==> src/kdkf_pkg.sv <==
// ----------------------------------------------------------------------------
// kdkf_pkg
// Shared types and constants for the keypad debouncer with key ring.
// ----------------------------------------------------------------------------
`default_nettype none

package kdkf_pkg;

  // ring geometry
  localparam int RING_DEPTH = 16;
  localparam int PTR_W      = (RING_DEPTH > 1) ? $clog2(RING_DEPTH) : 1;
  localparam int PEND_W     = PTR_W + 1;

  // configuration bus
  localparam int CFG_DATA_W = 32;
  localparam int CFG_ADDR_W = 5;

  // request codes
  typedef enum logic [1:0] {
    FUNC_SAMPLE = 2'd0,
    FUNC_POP    = 2'd1,
    FUNC_CLEAR  = 2'd2,
    FUNC_NOP    = 2'd3
  } func_t;

  // register indexes
  typedef enum logic [2:0] {
    REG_KEY_MASK     = 3'd0,
    REG_DEBOUNCE_MIN = 3'd1,
    REG_DEBOUNCE_MAX = 3'd2,
    REG_CODE_MENU    = 3'd3,
    REG_CODE_UP      = 3'd4,
    REG_CODE_DOWN    = 3'd5,
    REG_CODE_ENTER   = 3'd6,
    REG_CODE_ESCAPE  = 3'd7
  } reg_idx_t;

  // reset values of the registers
  localparam logic [7:0] RST_KEY_MASK     = 8'd31;
  localparam logic [7:0] RST_DEBOUNCE_MIN = 8'd3;
  localparam logic [7:0] RST_DEBOUNCE_MAX = 8'd10;
  localparam logic [7:0] RST_CODE_MENU    = 8'd1;
  localparam logic [7:0] RST_CODE_UP      = 8'd2;
  localparam logic [7:0] RST_CODE_DOWN    = 8'd4;
  localparam logic [7:0] RST_CODE_ENTER   = 8'd8;
  localparam logic [7:0] RST_CODE_ESCAPE  = 8'd16;

  // register file contents
  typedef struct packed {
    logic [7:0] key_mask;
    logic [7:0] debounce_min;
    logic [7:0] debounce_max;
    logic [7:0] code_menu;
    logic [7:0] code_up;
    logic [7:0] code_down;
    logic [7:0] code_enter;
    logic [7:0] code_escape;
  } cfg_t;

  // ring requests for one transaction
  typedef struct packed {
    logic       push;
    logic       pop;
    logic       clear;
    logic [7:0] push_data;
  } ring_ctrl_t;

  // ring status after the current request
  typedef struct packed {
    logic [7:0]        rd_data;
    logic [PEND_W-1:0] pend;
  } ring_stat_t;

endpackage

`default_nettype wire

==> src/kdkf_if.sv <==
// ----------------------------------------------------------------------------
// kdkf_if
// Valid/ready channels for requests and results.
// ----------------------------------------------------------------------------
`default_nettype none

interface kdkf_in_if;
  logic       valid;
  logic       ready;
  logic [1:0] func;
  logic [7:0] port_value;
  logic [4:0] min_count;

  modport source (output valid, func, port_value, min_count, input ready);
  modport sink   (input valid, func, port_value, min_count, output ready);
endinterface

interface kdkf_out_if;
  logic       valid;
  logic       ready;
  logic       new_key_valid;
  logic [7:0] new_key_code;
  logic [7:0] popped_key;
  logic [3:0] pending_count;

  modport source (output valid, new_key_valid, new_key_code, popped_key, pending_count,
                  input ready);
  modport sink   (input valid, new_key_valid, new_key_code, popped_key, pending_count,
                  output ready);
endinterface

`default_nettype wire

==> src/kdkf_cfg_regs.sv <==
// ----------------------------------------------------------------------------
// kdkf_cfg_regs
// APB register file holding mask, debounce limits and key codes.
// ----------------------------------------------------------------------------
`default_nettype none

module kdkf_cfg_regs
  import kdkf_pkg::*;
(
  input  wire logic                  clk,
  input  wire logic                  rst_n,
  input  wire logic                  psel,
  input  wire logic                  penable,
  input  wire logic                  pwrite,
  input  wire logic [CFG_ADDR_W-1:0] paddr,
  input  wire logic [CFG_DATA_W-1:0] pwdata,
  output logic      [CFG_DATA_W-1:0] prdata,
  output logic                       pready,
  output cfg_t                       cfg
);

  cfg_t       cfg_r;
  reg_idx_t   idx;
  logic       wr_en;
  logic [7:0] wbyte;
  logic [7:0] rbyte;

  assign idx    = reg_idx_t'(paddr[CFG_ADDR_W-1:2]);
  assign wr_en  = psel && penable && pwrite;
  assign wbyte  = pwdata[7:0];
  assign pready = 1'b1;
  assign cfg    = cfg_r;

  // register writes
  always_ff @(posedge clk) begin
    if (!rst_n) begin
      cfg_r.key_mask     <= RST_KEY_MASK;
      cfg_r.debounce_min <= RST_DEBOUNCE_MIN;
      cfg_r.debounce_max <= RST_DEBOUNCE_MAX;
      cfg_r.code_menu    <= RST_CODE_MENU;
      cfg_r.code_up      <= RST_CODE_UP;
      cfg_r.code_down    <= RST_CODE_DOWN;
      cfg_r.code_enter   <= RST_CODE_ENTER;
      cfg_r.code_escape  <= RST_CODE_ESCAPE;
    end else if (wr_en) begin
      unique case (idx)
        REG_KEY_MASK:     cfg_r.key_mask     <= wbyte;
        REG_DEBOUNCE_MIN: cfg_r.debounce_min <= wbyte;
        REG_DEBOUNCE_MAX: cfg_r.debounce_max <= wbyte;
        REG_CODE_MENU:    cfg_r.code_menu    <= wbyte;
        REG_CODE_UP:      cfg_r.code_up      <= wbyte;
        REG_CODE_DOWN:    cfg_r.code_down    <= wbyte;
        REG_CODE_ENTER:   cfg_r.code_enter   <= wbyte;
        REG_CODE_ESCAPE:  cfg_r.code_escape  <= wbyte;
        default: ;
      endcase
    end
  end

  // read mux
  always_comb begin
    unique case (idx)
      REG_KEY_MASK:     rbyte = cfg_r.key_mask;
      REG_DEBOUNCE_MIN: rbyte = cfg_r.debounce_min;
      REG_DEBOUNCE_MAX: rbyte = cfg_r.debounce_max;
      REG_CODE_MENU:    rbyte = cfg_r.code_menu;
      REG_CODE_UP:      rbyte = cfg_r.code_up;
      REG_CODE_DOWN:    rbyte = cfg_r.code_down;
      REG_CODE_ENTER:   rbyte = cfg_r.code_enter;
      REG_CODE_ESCAPE:  rbyte = cfg_r.code_escape;
      default:          rbyte = 8'd0;
    endcase
  end

  assign prdata = CFG_DATA_W'(rbyte);

endmodule

`default_nettype wire

==> src/kdkf_debounce.sv <==
// ----------------------------------------------------------------------------
// kdkf_debounce
// Stable-sample counter with key code match and auto-repeat restart.
// ----------------------------------------------------------------------------
`default_nettype none

module kdkf_debounce
  import kdkf_pkg::*;
(
  input  wire logic       clk,
  input  wire logic       rst_n,
  input  wire cfg_t       cfg,
  input  wire logic       step,
  input  wire logic [7:0] port_value,
  output logic            push,
  output logic [7:0]      push_code
);

  logic [7:0] last_pattern_r, last_pattern_nxt;
  logic [7:0] stable_cnt_r, stable_cnt_nxt;
  logic [7:0] pat;
  logic [7:0] cnt_upd;
  logic       is_code;

  // invert active-low port and keep key lines only
  assign pat     = ~port_value & cfg.key_mask;
  assign is_code = (pat == cfg.code_menu) || (pat == cfg.code_up) ||
                   (pat == cfg.code_down) || (pat == cfg.code_enter) ||
                   (pat == cfg.code_escape);
  assign cnt_upd = (last_pattern_r != pat) ? 8'd0 : stable_cnt_r + 8'd1;

  // next count, pattern and key acceptance
  always_comb begin
    last_pattern_nxt = last_pattern_r;
    stable_cnt_nxt   = stable_cnt_r;
    push             = 1'b0;
    if (step) begin
      if (pat != 8'd0) begin
        last_pattern_nxt = pat;
        stable_cnt_nxt   = cnt_upd;
        if (cnt_upd == cfg.debounce_min) begin
          push = is_code;
        end else if (cnt_upd >= cfg.debounce_max) begin
          stable_cnt_nxt = 8'd0;
        end
      end else begin
        stable_cnt_nxt = 8'd0;
      end
    end
  end

  assign push_code = pat;

  always_ff @(posedge clk) begin
    if (!rst_n) begin
      last_pattern_r <= 8'd0;
      stable_cnt_r   <= 8'd0;
    end else begin
      last_pattern_r <= last_pattern_nxt;
      stable_cnt_r   <= stable_cnt_nxt;
    end
  end

endmodule

`default_nettype wire

==> src/kdkf_ring.sv <==
// ----------------------------------------------------------------------------
// kdkf_ring
// Key ring without full or empty checks, with per-entry valid bits.
// ----------------------------------------------------------------------------
`default_nettype none

module kdkf_ring
  import kdkf_pkg::*;
(
  input  wire logic       clk,
  input  wire logic       rst_n,
  input  wire ring_ctrl_t ctrl,
  output ring_stat_t      stat
);

  logic [7:0]            ring_r [RING_DEPTH];
  logic [RING_DEPTH-1:0] vld_r;
  logic [PTR_W-1:0]      wptr_r, wptr_nxt;
  logic [PTR_W-1:0]      rptr_r, rptr_nxt;

  function automatic logic [PTR_W-1:0] ptr_inc(input logic [PTR_W-1:0] p);
    logic [PTR_W:0] q;
    q = {1'b0, p} + 1'b1;
    return (q >= (PTR_W+1)'(RING_DEPTH)) ? '0 : q[PTR_W-1:0];
  endfunction

  // pointer updates
  always_comb begin
    wptr_nxt = wptr_r;
    rptr_nxt = rptr_r;
    if (ctrl.clear) begin
      wptr_nxt = '0;
      rptr_nxt = '0;
    end else begin
      if (ctrl.push) wptr_nxt = ptr_inc(wptr_r);
      if (ctrl.pop)  rptr_nxt = ptr_inc(rptr_r);
    end
  end

  // entry at read pointer, reset value until written
  assign stat.rd_data = vld_r[rptr_r] ? ring_r[rptr_r] : 8'd0;

  // keys waiting after this request
  assign stat.pend = (wptr_nxt >= rptr_nxt) ?
                     PEND_W'(wptr_nxt - rptr_nxt) :
                     PEND_W'(RING_DEPTH) + PEND_W'(wptr_nxt) - PEND_W'(rptr_nxt);

  always_ff @(posedge clk) begin
    if (!rst_n) begin
      wptr_r <= '0;
      rptr_r <= '0;
      vld_r  <= '0;
    end else begin
      wptr_r <= wptr_nxt;
      rptr_r <= rptr_nxt;
      if (ctrl.push) vld_r[wptr_r] <= 1'b1;
    end
  end

  // storage
  always_ff @(posedge clk) begin
    if (ctrl.push) ring_r[wptr_r] <= ctrl.push_data;
  end

endmodule

`default_nettype wire

==> src/keypad_debounce_key_fifo_top.sv <==
// ----------------------------------------------------------------------------
// keypad_debounce_key_fifo_top
// Keypad debouncer with a key ring and APB configuration.
// ----------------------------------------------------------------------------
// flow: an accepted request is held in the request register and its result in the
//   result register; one transaction per cycle while out_chan does not stall; the
//   two registers form a two-stage pipeline, all debounce and ring work is done between them
// reset: synchronous active-low; registers return to defaults, pointers, count
//   and pattern clear, ring entries read as zero until written
`default_nettype none

module keypad_debounce_key_fifo_top
  import kdkf_pkg::*;
(
  input  wire logic                  clk,
  input  wire logic                  rst_n,
  kdkf_in_if.sink                    in_chan,
  kdkf_out_if.source                 out_chan,
  input  wire logic                  cfg_psel,
  input  wire logic                  cfg_penable,
  input  wire logic                  cfg_pwrite,
  input  wire logic [CFG_ADDR_W-1:0] cfg_paddr,
  input  wire logic [CFG_DATA_W-1:0] cfg_pwdata,
  output logic      [CFG_DATA_W-1:0] cfg_prdata,
  output logic                       cfg_pready
);

  cfg_t       cfg;
  ring_ctrl_t ring_ctrl;
  ring_stat_t ring_stat;

  logic       s1_valid_r;
  func_t      s1_func_r;
  logic [7:0] s1_port_r;
  logic [4:0] s1_minc_r;
  logic       s1_adv;
  logic       in_fire;

  logic       out_valid_r;
  logic       out_nkv_r;
  logic [7:0] out_code_r;
  logic [7:0] out_pop_r;
  logic [3:0] out_pend_r;

  logic       do_sample;
  logic       push;
  logic [7:0] push_code;
  logic [15:0] pend_ext;
  logic [3:0] pend_rep;

  // handshake
  assign s1_adv        = s1_valid_r && (!out_valid_r || out_chan.ready);
  assign in_chan.ready = !s1_valid_r || s1_adv;
  assign in_fire       = in_chan.valid && in_chan.ready;

  // request register
  always_ff @(posedge clk) begin
    if (!rst_n) begin
      s1_valid_r <= 1'b0;
    end else if (in_chan.ready) begin
      s1_valid_r <= in_chan.valid;
    end
  end

  always_ff @(posedge clk) begin
    if (in_fire) begin
      s1_func_r <= func_t'(in_chan.func);
      s1_port_r <= in_chan.port_value;
      s1_minc_r <= in_chan.min_count;
    end
  end

  kdkf_cfg_regs u_regs (
    .clk     (clk),
    .rst_n   (rst_n),
    .psel    (cfg_psel),
    .penable (cfg_penable),
    .pwrite  (cfg_pwrite),
    .paddr   (cfg_paddr),
    .pwdata  (cfg_pwdata),
    .prdata  (cfg_prdata),
    .pready  (cfg_pready),
    .cfg     (cfg)
  );

  assign do_sample = s1_adv && (s1_func_r == FUNC_SAMPLE);

  kdkf_debounce u_deb (
    .clk        (clk),
    .rst_n      (rst_n),
    .cfg        (cfg),
    .step       (do_sample),
    .port_value (s1_port_r),
    .push       (push),
    .push_code  (push_code)
  );

  // ring requests
  assign ring_ctrl.push      = push;
  assign ring_ctrl.push_data = push_code;
  assign ring_ctrl.pop       = s1_adv && (s1_func_r == FUNC_POP);
  assign ring_ctrl.clear     = s1_adv && (s1_func_r == FUNC_CLEAR);

  kdkf_ring u_ring (
    .clk   (clk),
    .rst_n (rst_n),
    .ctrl  (ring_ctrl),
    .stat  (ring_stat)
  );

  // pending count: zero below threshold, saturate at 15
  assign pend_ext = 16'(ring_stat.pend);
  always_comb begin
    priority if (pend_ext < 16'(s1_minc_r)) begin
      pend_rep = 4'd0;
    end else if (pend_ext > 16'd15) begin
      pend_rep = 4'd15;
    end else begin
      pend_rep = pend_ext[3:0];
    end
  end

  // result register
  always_ff @(posedge clk) begin
    if (!rst_n) begin
      out_valid_r <= 1'b0;
    end else if (s1_adv) begin
      out_valid_r <= 1'b1;
    end else if (out_chan.ready) begin
      out_valid_r <= 1'b0;
    end
  end

  always_ff @(posedge clk) begin
    if (s1_adv) begin
      out_nkv_r  <= push;
      out_code_r <= push ? push_code : 8'd0;
      out_pop_r  <= ring_ctrl.pop ? ring_stat.rd_data : 8'd0;
      out_pend_r <= pend_rep;
    end
  end

  assign out_chan.valid         = out_valid_r;
  assign out_chan.new_key_valid = out_nkv_r;
  assign out_chan.new_key_code  = out_code_r;
  assign out_chan.popped_key    = out_pop_r;
  assign out_chan.pending_count = out_pend_r;

endmodule

`default_nettype wire
==> src/flat_wrapper.sv <==
// flat-port wrapper written by rule: the top's interface ports become plain ports
module keypad_debounce_key_fifo_top_flat import kdkf_pkg::*;
  (clk, rst_n, cfg_psel, cfg_penable, cfg_pwrite, cfg_paddr, cfg_pwdata, cfg_prdata, cfg_pready, in_chan_valid, in_chan_func, in_chan_port_value, in_chan_min_count, in_chan_ready, out_chan_valid, out_chan_new_key_valid, out_chan_new_key_code, out_chan_popped_key, out_chan_pending_count, out_chan_ready);
  kdkf_in_if in_chan_i ();
  kdkf_out_if out_chan_i ();
  input  wire logic clk;
  input  wire logic rst_n;
  input  wire logic cfg_psel;
  input  wire logic cfg_penable;
  input  wire logic cfg_pwrite;
  input  wire logic [CFG_ADDR_W-1:0] cfg_paddr;
  input  wire logic [CFG_DATA_W-1:0] cfg_pwdata;
  output logic      [CFG_DATA_W-1:0] cfg_prdata;
  output logic cfg_pready;
  input wire logic [$bits(in_chan_i.valid)-1:0] in_chan_valid;
  input wire logic [$bits(in_chan_i.func)-1:0] in_chan_func;
  input wire logic [$bits(in_chan_i.port_value)-1:0] in_chan_port_value;
  input wire logic [$bits(in_chan_i.min_count)-1:0] in_chan_min_count;
  output wire logic [$bits(in_chan_i.ready)-1:0] in_chan_ready;
  output wire logic [$bits(out_chan_i.valid)-1:0] out_chan_valid;
  output wire logic [$bits(out_chan_i.new_key_valid)-1:0] out_chan_new_key_valid;
  output wire logic [$bits(out_chan_i.new_key_code)-1:0] out_chan_new_key_code;
  output wire logic [$bits(out_chan_i.popped_key)-1:0] out_chan_popped_key;
  output wire logic [$bits(out_chan_i.pending_count)-1:0] out_chan_pending_count;
  input wire logic [$bits(out_chan_i.ready)-1:0] out_chan_ready;
  assign in_chan_i.valid = in_chan_valid;
  assign in_chan_i.func = in_chan_func;
  assign in_chan_i.port_value = in_chan_port_value;
  assign in_chan_i.min_count = in_chan_min_count;
  assign in_chan_ready = in_chan_i.ready;
  assign out_chan_valid = out_chan_i.valid;
  assign out_chan_new_key_valid = out_chan_i.new_key_valid;
  assign out_chan_new_key_code = out_chan_i.new_key_code;
  assign out_chan_popped_key = out_chan_i.popped_key;
  assign out_chan_pending_count = out_chan_i.pending_count;
  assign out_chan_i.ready = out_chan_ready;
  keypad_debounce_key_fifo_top u_core (.clk(clk), .rst_n(rst_n), .in_chan(in_chan_i), .out_chan(out_chan_i), .cfg_psel(cfg_psel), .cfg_penable(cfg_penable), .cfg_pwrite(cfg_pwrite), .cfg_paddr(cfg_paddr), .cfg_pwdata(cfg_pwdata), .cfg_prdata(cfg_prdata), .cfg_pready(cfg_pready));
endmodule
==> config.mk <==
export PLATFORM = sky130hd
export DESIGN_NAME = keypad_debounce_key_fifo_top_flat
export DESIGN_NICKNAME = d
export VERILOG_FILES = /design/src/kdkf_pkg.sv /design/src/kdkf_if.sv /design/src/kdkf_cfg_regs.sv /design/src/kdkf_debounce.sv /design/src/kdkf_ring.sv /design/src/keypad_debounce_key_fifo_top.sv /design/src/flat_wrapper.sv
export SDC_FILE = /design/constraint.sdc
export NUM_CORES = 1
export LEC_CHECK = 0
export ABC_CLOCK_PERIOD_IN_PS = 6100
export BUFFER_PORTS_ARGS = -buffer_cell sky130_fd_sc_hd__buf_2
export CORE_MARGIN = 10
export CORE_UTILIZATION = 40
export CTS_CLUSTER_SIZE = 10
export DETAILED_ROUTE_END_ITERATION = 8
export PLACE_DENSITY = 0.61
export RECOVER_POWER = 25
export SLEW_MARGIN = 20
export SYNTH_ARGS = -nofsm -noshare
export SYNTH_HDL_FRONTEND = slang
export SYNTH_HIERARCHICAL = 1
export SYNTH_SLANG_ARGS = --single-unit
==> constraint.sdc <==
create_clock -name clk -period 6.1 [get_ports clk]
set_input_delay 1.22 -clock clk [delete_from_list [all_inputs] [get_ports clk]]
set_output_delay 1.22 -clock clk [all_outputs]
set_load 0.02 [all_outputs]
==> results_dict.tcl <==
set metrics [dict create \
    synthCells 1085 \
    dieWidth_um 200 \
    ys_warn_count 6 \
    wirelength_mm 31.8 \
    cts-root-buf "clkbuf_16" \
    synth.yosys.seq_area_share 0.544 \
    die_y_um 200 \
    synth_cell_types 76 \
    hp-class "reg2reg" \
    grt_use_total 0.159 \
    syn_area_um2 13000 \
    grt_pass1_vias 8420 \
    syn_avg_cell_area_um2 11.9 \
    hpwl_mm 20.7 \
    finalSetupViolCount 0 \
    drv_cap 1 \
    cp.required_ns 6.38 \
    crit_fanout 24 \
    switching_share 0.220 \
    cts_tree "done" \
    rsz0062_at_grt "false" \
    p_seq_frac 0.512 \
    finalCritPeriodShare 0.924 \
    first_pass_iters 4 \
    max_slew_margin -0.0433 \
    final_common_cell "edfxtp_1" \
    vdd_ir_drop_max_mv 0.249 \
    floorplan.initialDensity 0.408 \
    area_growth_pct 10.3 \
    p_int_mw 2.98 \
    final_hold_viol_count 0 \
    synth_flop_cell "edfxtp_1" \
    cts.repair.resized 0 \
    worst_skew_pair.late_latency_ns 0.54 \
    status "finished with violations" \
    cts_setup_buffers 0 \
    gp_congestion 0.852 \
    viasPerCell 5.38 \
    grt_pass1_wl_mm 49.1 \
    fmax_mhz 177 \
    clockBufferDepth 3 \
    place.detailed.instances 1495 \
    antenna_found_initial 0 \
    cts.clk_slew.worst_paths_ns 0.05 \
    cts_buffers 31 \
    violations "capacitance limit, slew limit" \
    antenna_cells 0 \
    drc 0 \
    post-route-min-period_ns 5.64 \
    vias 8342 \
    io_pins 115 \
    wl_per_cell_um 20.5 \
    cts_htree_levels 1 \
    coreArea_um2 31700 \
    initialDrtViolationCount 662 \
    synthArstFlopShare 0 \
    setup_tns_ns 0 \
    die_area_um2 40000 \
    grt_overflow 0 \
    cts_hold_buf 0 \
    io_buffer_count 63 \
    slew_viol_final 25 \
    nNetsFinal 1208 \
    path_class "reg2reg" \
    combPwrFrac 0.059 \
    rows 65 \
    cp-start-kind "flop" \
    p_leak_nw 4.96 \
    arrival_ns 5.92 \
    synth_edf_count 164 \
    nFillCells 2909 \
    netSwitchingPower_mw 0.840 \
    grt_max_degree 91 \
    synth_seq_cells 270 \
    postRouteAntennaNets 0 \
    worst_pin_slew_ns 1.56 \
    finalNonFillerCells 1550 \
    p_per_area_nw_per_um2 268 \
    end_kind "flop" \
    cts.sinks 270 \
    mostFrequentLayoutCells "164 x edfxtp_1, 108 x nand2_1, 105 x dfxtp_1" \
    clkPwrFrac 0.429 \
    skew_ns 0.0179 \
    drive_gt1_frac 0.159 \
]
## power by group through the flow
stage               Combinational, mW  Clock (mW)  Sequential, mW
floorplan                       0.164           0            2.00
global placement                0.224           0            1.99
detailed placement              0.227           0            1.99
CTS                             0.227        1.69            1.96
global route                    0.243        1.77            1.96
finish                          0.226        1.64            1.96
## registers in the layout, indices dropped and copies added (netlist names), 2 cells and up
signal                         flops
u_core/out_chan.new_key_code       8
u_core/u_deb/last_pattern_r        8
u_core/u_ring/wptr_r               4
u_core/u_ring/ring_r             128
u_core/out_chan.pending_count      4
u_core/s1_minc_r                   5
u_core/s1_func_r                   2
u_core/out_chan.popped_key         8
u_core/u_deb/stable_cnt_r          8
u_core/u_ring/rptr_r               4
u_core/s1_port_r                   8
u_core/u_ring/vld_r               16
u_core/u_regs/cfg                 64
## cells in the mapped netlist (24+ instances only)
| cell type | n | share of area |
|---|---|---|
| edfxtp_1 | 164 | 0.38 |
| nand2_1 | 108 | 0.031 |
| dfxtp_1 | 106 | 0.16 |
| o21ai_0 | 62 | 0.024 |
| a21boi_0 | 50 | 0.029 |
| nor2_1 | 50 | 0.014 |
| and2_1 | 38 | 0.018 |
| mux4_2 | 35 | 0.061 |
| xnor2_1 | 35 | 0.024 |
| inv_1 | 33 | 0.0096 |
| buf_4 | 31 | 0.018 |
| clkbuf_1 | 29 | 0.0084 |
| nor2b_1 | 26 | 0.013 |
| nand3_1 | 24 | 0.0093 |
## routing by layer
layer  share of wire  routed length (um)  GRT usage  up-vias
li1                -                   -          -     3955
met1            0.43               13800      0.204     4114
met2            0.50               15900      0.273      222
met3           0.046                1470     0.0229       51
met4           0.021                 669     0.0418        0
met5               0                   0          0        -
## layout make-up
cell class | instances | area (um2) | share of cell area
flip-flops and latches | 270 | 7050 | 0.493
multi-input cells | 710 | 5300 | 0.371
clock buffers | 54 | 882 | 0.0618
well taps | 402 | 503 | 0.0352
repair buffers | 80 | 420 | 0.0294
inverters | 33 | 124 | 0.00867
clock inverters | 1 | 5.00 | 0.000350
## worst paths after layout
path | start | end | slack, ns | depth (start not counted)
min reg2reg | u_core/u_ring/vld_r[10] | u_core/u_ring/vld_r[10] | 0.46 | 1
min | u_core/u_ring/vld_r[10] | u_core/u_ring/vld_r[10] | 0.46 | 1
max | u_core/u_regs/cfg[57] | u_core/out_chan.pending_count[3] | 0.46 | 18
max reg2reg | u_core/u_regs/cfg[57] | u_core/out_chan.pending_count[3] | 0.46 | 18
## per-stage QoR
stage	hold WS [ns]	utilization	power (mW)	setup slack, ns	instance area (um2)
after floorplan	0.435	-	2.16	0.421	13000
after global placement	0.443	0.424	2.22	0.615	13400
after detailed placement	0.450	0.424	2.22	0.566	13400
after CTS	0.462	0.452	3.87	0.651	14300
after global routing	0.475	0.450	3.97	0.128	14300
final	0.460	0.450	3.82	0.464	14300
## kinds of logic (layout without fill, tap and decap cells)
group | count (synthesis) | in the layout | share of synthesized area
other cells | 2 | 25 | 0.000580
simple gates | 317 | 317 | 0.131
fa+ha+maj | 23 | 23 | 0.0228
mux | 56 | 56 | 0.0773
xor+xnor | 60 | 60 | 0.0487
compound gates | 229 | 229 | 0.122
flops | 270 | 270 | 0.544
buf+inv | 128 | 168 | 0.0533
## worst max-delay path, cell delays in order (launching register included)
cell	delay, ns
dfxtp_1	0.38
nor2b_4	0.23
clkbuf_1	1.07
xor2_1	0.15
nor4_1	0.35
nand4_1	0.21
o21ai_0	0.16
o31a_2	0.20
mux2i_1	0.07
or2_2	0.32
ha_1	0.25
fa_1	0.43
xnor2_1	0.16
nor4_1	0.32
buf_4	0.21
ha_1	0.26
a211oi_1	0.27
o211a_1	0.24
nor2_1	0.07
Note: power is estimated with default switching activity, not from simulation.
